$ cat src/rtl/llcb_pkg.sv
// Shared types and constants for the last-lines capture buffer.
package llcb_pkg;

  // Text constants
  localparam logic [7:0] NEWLINE_CHAR = 8'd10;

  // Configuration register width and reset value
  localparam int unsigned CNT_W = 4;
  localparam logic [CNT_W-1:0] LINE_COUNT_RST = 4'd10;

  // Depth of the result queue ahead of the output port
  localparam int unsigned RES_DEPTH = 3;
  localparam int unsigned RES_PTR_W = 2;
  localparam int unsigned RES_CNT_W = 2;

  // Item kind carried on the input tuser bit
  typedef enum logic {
    OP_WRITE = 1'b0,
    OP_READ  = 1'b1
  } llcb_op_t;

  // One result item
  typedef struct packed {
    logic [7:0] data;
    logic       valid;
    logic       last;
    logic       trunc;
  } llcb_result_t;

endpackage

$ cat src/rtl/llcb_out_fifo.sv
// Small result queue that decouples the read pipeline from the output port.
module llcb_out_fifo (
  input  logic                               clk,
  input  logic                               rst_n,
  input  logic                               push,
  input  llcb_pkg::llcb_result_t             push_data,
  output logic [llcb_pkg::RES_CNT_W-1:0]     count,
  output logic                               out_tvalid,
  input  logic                               out_tready,
  output llcb_pkg::llcb_result_t             out_data
);
  import llcb_pkg::*;

  llcb_result_t               slot_r [RES_DEPTH];
  logic [RES_PTR_W-1:0]       wr_ptr_r, wr_ptr_nxt;
  logic [RES_PTR_W-1:0]       rd_ptr_r, rd_ptr_nxt;
  logic [RES_CNT_W-1:0]       count_r, count_nxt;
  logic                       pop;

  function automatic logic [RES_PTR_W-1:0] ptr_inc(input logic [RES_PTR_W-1:0] p);
    logic [RES_PTR_W-1:0] r;
    r = (p == RES_PTR_W'(RES_DEPTH - 1)) ? '0 : p + 1'b1;
    return r;
  endfunction

  assign pop        = out_tvalid && out_tready;
  assign out_tvalid = (count_r != '0);
  assign out_data   = slot_r[rd_ptr_r];
  assign count      = count_r;

  // Advance pointers and occupancy
  always_comb begin
    wr_ptr_nxt = push ? ptr_inc(wr_ptr_r) : wr_ptr_r;
    rd_ptr_nxt = pop ? ptr_inc(rd_ptr_r) : rd_ptr_r;
    count_nxt  = count_r;
    if (push && !pop) begin
      count_nxt = count_r + 1'b1;
    end else if (pop && !push) begin
      count_nxt = count_r - 1'b1;
    end
  end

  always_ff @(posedge clk) begin
    if (!rst_n) begin
      wr_ptr_r <= '0;
      rd_ptr_r <= '0;
      count_r  <= '0;
    end else begin
      wr_ptr_r <= wr_ptr_nxt;
      rd_ptr_r <= rd_ptr_nxt;
      count_r  <= count_nxt;
    end
  end

  // Store pushed results
  always_ff @(posedge clk) begin
    if (push) begin
      slot_r[wr_ptr_r] <= push_data;
    end
  end

endmodule

$ cat config.mk
export PLATFORM = sky130hd
export DESIGN_NAME = llcb_out_fifo
export DESIGN_NICKNAME = d
export VERILOG_FILES = /design/src/rtl/llcb_pkg.sv /design/src/rtl/llcb_out_fifo.sv
export SDC_FILE = /design/constraint.sdc
export NUM_CORES = 1
export LEC_CHECK = 0
export ABC_AREA = 1
export BUFFER_PORTS_ARGS = -buffer_cell sky130_fd_sc_hd__buf_2
export CAP_MARGIN = 25
export CORE_MARGIN = 2
export CORE_UTILIZATION = 55
export DETAILED_ROUTE_END_ITERATION = 12
export GPL_TIMING_DRIVEN = 0
export PLACE_DENSITY = 0.8
export SLEW_MARGIN = 20
export SYNTH_ARGS = -nofsm -noshare
export SYNTH_HDL_FRONTEND = slang
export SYNTH_SLANG_ARGS = --single-unit
export TNS_END_PERCENT = 30
$ cat constraint.sdc
create_clock -name clk -period 2.7 [get_ports clk]
set_input_delay 0.135 -clock clk [delete_from_list [all_inputs] [get_ports clk]]
set_output_delay 0.135 -clock clk [all_outputs]
set_load 0.01 [all_outputs]
==> results of run 1 <==
## cell families after synthesis
logic type / Yosys count / share of synthesized area [%]
buf+inv: 19 / 5.21
flops: 41 / 73.7
simple gates: 43 / 11.0
fa+ha+maj: 1 / 0.801
compound gates: 28 / 9.29
## per-stage QoR
step	cells	total power [µW]	util (%)	cell area [µm²]
global route	210	1350	69.8	1910
floorplan	132	915	-	1560
global placement	191	1000	63.7	1740
finish	210	1290	69.8	1910
detailed placement	192	1020	64.1	1750
CTS	209	1290	69.4	1900
## state kept, by name, summed over array words and instances (netlist names), named ones only
name	cells
wr_ptr_r	2
slot_r	33
count	2
rd_ptr_r	2
## cell usage in the layout (no fill, tap or decap), drive strengths merged
cell type,Yosys,final
o211ai,1,1
edfxtp,33,33
o21a,1,1
dlygate4sd3,0,11
nand2,22,22
nor3,1,1
buf,4,33
clkinv,0,1
ha,1,1
clkbuf,0,6
nand3,3,3
a21oi,25,25
dfxtp,8,8
o21ai,1,1
inv,15,15
nor2,16,16
nand4,1,1
## power by group through the flow
stage               clock network (µW)  registers, µW  logic [µW]
floorplan                            0            757         158
global placement                     0            756         247
detailed placement                   0            759         262
CTS                                272            745         274
global route                       305            749         300
finish                             267            745         274
## worst paths after layout
| kind | cells after the start | endpoint | startpoint | slack, ns |
|---|---|---|---|---|
| worst min register to register | 2 | wr_ptr_r[1] | wr_ptr_r[1] | 0.48 |
| worst max-delay path | 5 | out_data[10] | flop | 1.22 |
| worst min-delay path | 3 | count[1] | rst_n | 0.06 |
| worst max register to register | 8 | count[1] | count[0] | 1.23 |
## cells in the mapped netlist
| master | instances | area share, % |
|---|---|---|
| a21oi_1 | 25 | 8.0 |
| buf_2 | 2 | 0.64 |
| buf_4 | 2 | 0.96 |
| dfxtp_1 | 8 | 10 |
| edfxtp_1 | 33 | 63 |
| ha_1 | 1 | 0.80 |
| inv_1 | 14 | 3.4 |
| inv_2 | 1 | 0.24 |
| nand2_1 | 21 | 5.0 |
| nand2_2 | 1 | 0.40 |
| nand3_1 | 3 | 0.96 |
| nand4_1 | 1 | 0.40 |
| nor2_1 | 16 | 3.8 |
| nor3_1 | 1 | 0.32 |
| o211ai_1 | 1 | 0.48 |
| o21a_1 | 1 | 0.48 |
| o21ai_0 | 1 | 0.32 |
## timing repair
action                                  in CTS  in global routing
hold endpoints to repair                    28                  3
buffers inserted                             0                  0
hold buffers                                10                  1
endpoints found under the setup margin       0                  0
## per-layer routing
metal	global-route usage, %	routed length (µm)
met5	0	0
met4	7.31	18
met3	7.26	142
met1	21.1	1270
met2	34.8	1610
## area by class of cell
cell class | instances | share of cell area [%]
repair buffers | 40 | 13.5
flip-flops and latches | 41 | 60.3
plain buffers | 4 | 1.31
clock buffers | 6 | 2.16
inverters | 15 | 2.95
clock inverters | 1 | 0.197
multi-input cells | 72 | 17.5
well taps | 31 | 2.03
## tightest hold or removal path: cells and delay by family
family                 cells  cell delay [ns]
buffers and inverters      1             0.13
and+or+nand+nor            2             0.09
==> impl_results.md, run 1 <==
* Initial DRC count at 41
* Synth warn at 0
* Gp weighted congestion at 0.776
* Clock Pin Slew Worst Setup and Hold Paths at around 0.10 ns
* P_int at 928 µW
* Die W at 57.3 µm
* Core ar. at between 0.002 and 0.003 mm²
* WS Path Type: reg2out
* PD cells at approximately 670 mW/mm²
* Tcrit/Tclk final at around 55%
* Area of the multi-input gates at 334 µm²
* P_leak at roughly 0.00079 µW
* Register share of total power at 57.9%
* CTS buffer count at 5
* First-pass GRT wire length at 4660 µm
* Drt first pass iters at 4
* Number of buffers added on ports at 28
* Critical path, cell by cell: inv_1 > buf_2 > nor2_1 > a21oi_1 > buf_2
* H-tree depth at 2
* DR WL/cell at 14.5 µm
* Max_slew headroom at 62.1%
* Vias per cell at 5.20
* Final setup violating endpoints at 0
* Most frequent CP cell: buf_2
* Register area share after synthesis at 73.7%
* Hold slack at 0.0585 ns
* Status: finished clean
* RSZ-0062 raised after global routing: false
* Synth Register Bits at between 40 and 50
* CP Capture Type: primary output
* CTS tree: yes
* Pre-CTS WS at 1.26 ns
* Row cnt at 19
* Crit start category: flop
* Switching Share at 27.8%
* Max Clock Skew at a little under 0.009 ns
* Hold/Removal Path Class: in2reg
* I/O Pins at 29
* DRC at 0
* Worst setup margin at 1.22 ns
* CP delay by family, top: buffers and inverters
* Grt ovf at 0
* Ant diodes at 0
* Antenna viol nets, final at 0
* Detailed-route via count at approximately 1100
* Syn Nets at 148
* Clock buffer depth at 2
* Post-Syn Area per Cell at 11.8 µm²
* Root Driver: clkbuf_4
* Fraction of layout instances using a drive strength above 1 at 22.9%
* DP Wirelength at 1990 µm
* Die area at approximately 0.0033 mm²
* CP bufs+invs at 3
* Clock network power share at between 20% and 30%
* Final Hold Viols at 0
* Worst path required time at 2.57 ns
* Total Negative Setup Slacks at 0 ns
* Die H at 57.3 µm
* Tmin final at around 1.5 ns
* Slowest cell on the critical path: dfxtp_1
* Fill cells at 200
* Gate Count Post-Synth at 132
* WP data arrival at 1.35 ns
* Combinational power share at 21.3%
* Switching Power at 357 µW
* Largest net degree at the start of global routing at 12
* # resized after CTS at 0
* Max Cap Viol at 0
* Max VDD drop at 0.536 mV
* Overall Global Routing Usage at 19.5%
* Post-synthesis cell area at 0.00156 mm²
* Max Slew Vio Count at 0
* Synth cell types at 17
* Nets at 195
* Syn-to-layout area delta at 22.2%
* Clk Latency, worst-skew pair at 0.34 ns
* CTS sink count at 41
* CP max FO at 10
* Initial antenna violation count at 0
* Fmax at 675 MHz
* Register area at 0.00115 mm²
* Worst Tran Pin Value at 0.566 ns
* Slowest cell delay on critical path at 0.34 ns
* Initial Util at between 50% and 60%
* Final WL at 3040 µm
* Number of global-route vias before repair at 1100
Power figures use the tool's default switching activity.
==> run 2, diff against run 1 <==
--- a/config.mk
+++ b/config.mk
@@ -9,10 +9,10 @@
 export BUFFER_PORTS_ARGS = -buffer_cell sky130_fd_sc_hd__buf_2
 export CAP_MARGIN = 25
 export CORE_MARGIN = 2
-export CORE_UTILIZATION = 55
+export CORE_UTILIZATION = 53
 export DETAILED_ROUTE_END_ITERATION = 12
 export GPL_TIMING_DRIVEN = 0
-export PLACE_DENSITY = 0.8
+export PLACE_DENSITY = 0.78
 export SLEW_MARGIN = 20
 export SYNTH_ARGS = -nofsm -noshare
 export SYNTH_HDL_FRONTEND = slang
==> constraint.sdc (replaced) <==
create_clock -name clk -period 1.5 [get_ports clk]
set_input_delay 0.075 -clock clk [delete_from_list [all_inputs] [get_ports clk]]
set_output_delay 0.075 -clock clk [all_outputs]
set_load 0.01 [all_outputs]
==> run 2 against run 1 <==
  * Flip-flop and latch count did not move
  * Power increased by 82%
  * Global-route usage is 0.13 points higher
  * Register-to-register slack lost 1.1 ns
  * Critical path type is now reg2reg
  * Largest cell class unchanged
==> impl_results.md, run 2 (synthesized netlist as in run 1, its figures left out) <==
* Final setup violating endpoints at 0 (unchanged)
* Number of buffers added on ports at 28 (unchanged)
* Initial Util at 56.1% (was 57.1%)
* Initial DRC count at 26 (was 41)
* Core ar. at 0.00278 mm² (was 0.00273 mm²)
* WS Path Type: reg2reg (was reg2out)
* CTS tree: yes (unchanged)
* P_leak at 0.000789 µW (was 0.000785 µW)
* Clock buffer depth at 2 (unchanged)
* Fill cells at 210 (was 200)
* Final Hold Viols at 0 (unchanged)
* Drt first pass iters at 4 (unchanged)
* Antenna viol nets, final at 0 (unchanged)
* Nets at 195 (unchanged)
* Max reg flops at 33 (unchanged)
* Max_slew headroom at 59.9% (was 62.1%)
* DP Wirelength at 1950 µm (was 1990 µm)
* Row cnt at 19 (unchanged)
* Worst Tran Pin Value at 0.599 ns (was 0.566 ns)
* Syn-to-layout area delta at 23.3% (was 22.2%)
* Ant diodes at 0 (unchanged)
* Area of the multi-input gates at 340 µm² (was 334 µm²)
* Gp weighted congestion at 0.767 (was 0.776)
* DRC at 0 (unchanged)
* Largest net degree at the start of global routing at 12 (unchanged)
* WP data arrival at 1.68 ns (was 1.35 ns)
* Worst setup margin at 0.0972 ns (was 1.22 ns)
* Commonest non-fill, non-tap cell in the layout: edfxtp_1 (unchanged)
* Status: finished clean (unchanged)
* First-pass GRT wire length at 4770 µm (was 4660 µm)
* CTS buffer count at 5 (unchanged)
* Final WL at 2960 µm (was 3040 µm)
* DR WL/cell at 14.0 µm (was 14.5 µm)
* Postcts setup bufs at 0 (unchanged)
* Largest register by flop count: slot_r (unchanged)
* CP max FO at 6 (was 10)
* CP Capture Type: flop (was primary output)
* Max VDD drop at 0.954 mV (was 0.536 mV)
* Initial antenna violation count at 0 (unchanged)
* Tmin final at 1.40 ns
* H-tree depth at 2 (unchanged)
* Vias per cell at 5.09 (was 5.20)
* Commonest non-fill, non-tap cells in the layout: edfxtp_1, buf_2, a21oi_1 (unchanged)
* Max Clock Skew at 0.00204 ns (was 0.00873 ns)
* Register area at 0.00115 mm² (about the same)
* Die W at 58.3 µm (was 57.3 µm)
* Root Driver: clkbuf_4 (unchanged)
* Most frequent CP cell: inv_1 (was buf_2)
* I/O Pins at 29 (unchanged)
* PD cells at 1210 mW/mm² (was 674 mW/mm²)
* Max Cap Viol at 0 (unchanged)
* Clk Latency, worst-skew pair at 0.33 ns (was 0.34 ns)
* Tcrit/Tclk final at 93.5%
* Worst path required time at 1.78 ns (was 2.57 ns)
* Critical path, cell by cell: o21a_1 > inv_1 > ha_1 > inv_1 > nand3_1 > nand2_1 > inv_1 > nor2_1 (was inv_1 > buf_2 > nor2_1 > a21oi_1 > buf_2)
* Die H at 58.3 µm (was 57.3 µm)
* Die area at 0.00340 mm² (was 0.00328 mm²)
* Pre-CTS WS at -0.0550 ns (was 1.26 ns)
* CTS sink count at 41 (unchanged)
* Slowest cell delay on critical path at 0.39 ns (was 0.34 ns)
* Hold slack at 0.0345 ns (was 0.0585 ns)
* Detailed-route via count at 1074 (was 1092)
* Clock Pin Slew Worst Setup and Hold Paths at 0.11 ns (was 0.10 ns)
* Number of global-route vias before repair at 1139 (was 1100)
* Fmax at slightly above 700 MHz
* Slowest cell on the critical path: dfxtp_2 (was dfxtp_1)
* Fraction of layout instances using a drive strength above 1 at 23.3% (was 22.9%)
* Max Slew Vio Count at 0 (unchanged)
* Grt ovf at 0 (unchanged)
* Hold/Removal Path Class: in2reg (unchanged)
* Crit start category: flop (unchanged)
* Overall Global Routing Usage at 19.6% (was 19.5%)
-- run 2: final cells by class --
cell class              count  area share [%]
inverters                  15            2.92
multi-input cells          72            17.7
flip-flops and latches     41            59.9
clock buffers               8            2.53
plain buffers               4            1.43
repair buffers             40            13.5
well taps                  31            2.01
-- run 2: stage by stage --
| step | setup TNS [ns] | utilization, % | cells | area [µm²] | power (µW) |
|---|---|---|---|---|---|
| CTS | 0 | 69.1 | 211 | 1920 | 2350 |
| floorplan | 0 | - | 132 | 1570 | 1650 |
| global placement | -0.135 | 62.8 | 191 | 1750 | 1810 |
| detailed placement | -0.599 | 62.8 | 191 | 1750 | 1830 |
| global route | -0.00674 | 69.2 | 211 | 1930 | 2460 |
| finish | 0 | 69.2 | 211 | 1930 | 2340 |
-- run 2: worst paths after layout --
| path | from | endpoint | slack (ns) | cells past startpoint |
|---|---|---|---|---|
| min | out_tready | rd_ptr_r[0] | 0.03 | 4 |
| max reg2reg | count[0] | count[1] | 0.1 | 8 |
| min reg2reg | wr_ptr_r[1] | wr_ptr_r[1] | 0.49 | 2 |
| max | count[0] | count[1] | 0.1 | 8 |
-- run 2: critical path, delay by kind of cell (launching register included) --
family / cells / cell delay, ns
compound gates: 1 / 0.20
fa+ha+maj: 1 / 0.27
buf+inv: 3 / 0.21
flops: 1 / 0.39
simple gates: 3 / 0.29
-- run 2: report_power, final --
part	leakage [µW]	internal, µW	switching [µW]	total [µW]
Sequential	0.000372	1300	39.9	1340
Clock	0.0000265	187	317	504
Combinational	0.000390	202	288	490
Total	0.000789	1690	645	2340
-- run 2: layer usage --
layer / up-vias / track usage (%) / part of all wire (%)
met1: 501 / 21.5 / 42
li1: 545 / - / -
met2: 23 / 36.6 / 53
met4: 0 / 6.98 / 1.5
met5: - / 0 / 0
met3: 5 / 4.69 / 3.9
-- run 2: repair_timing --
action,CTS,global route
endpoints found under the setup margin,11,2
hold buffers,12,0
pin swaps,0,1
endpoints found under the hold margin,38,0
resized for setup,1,3
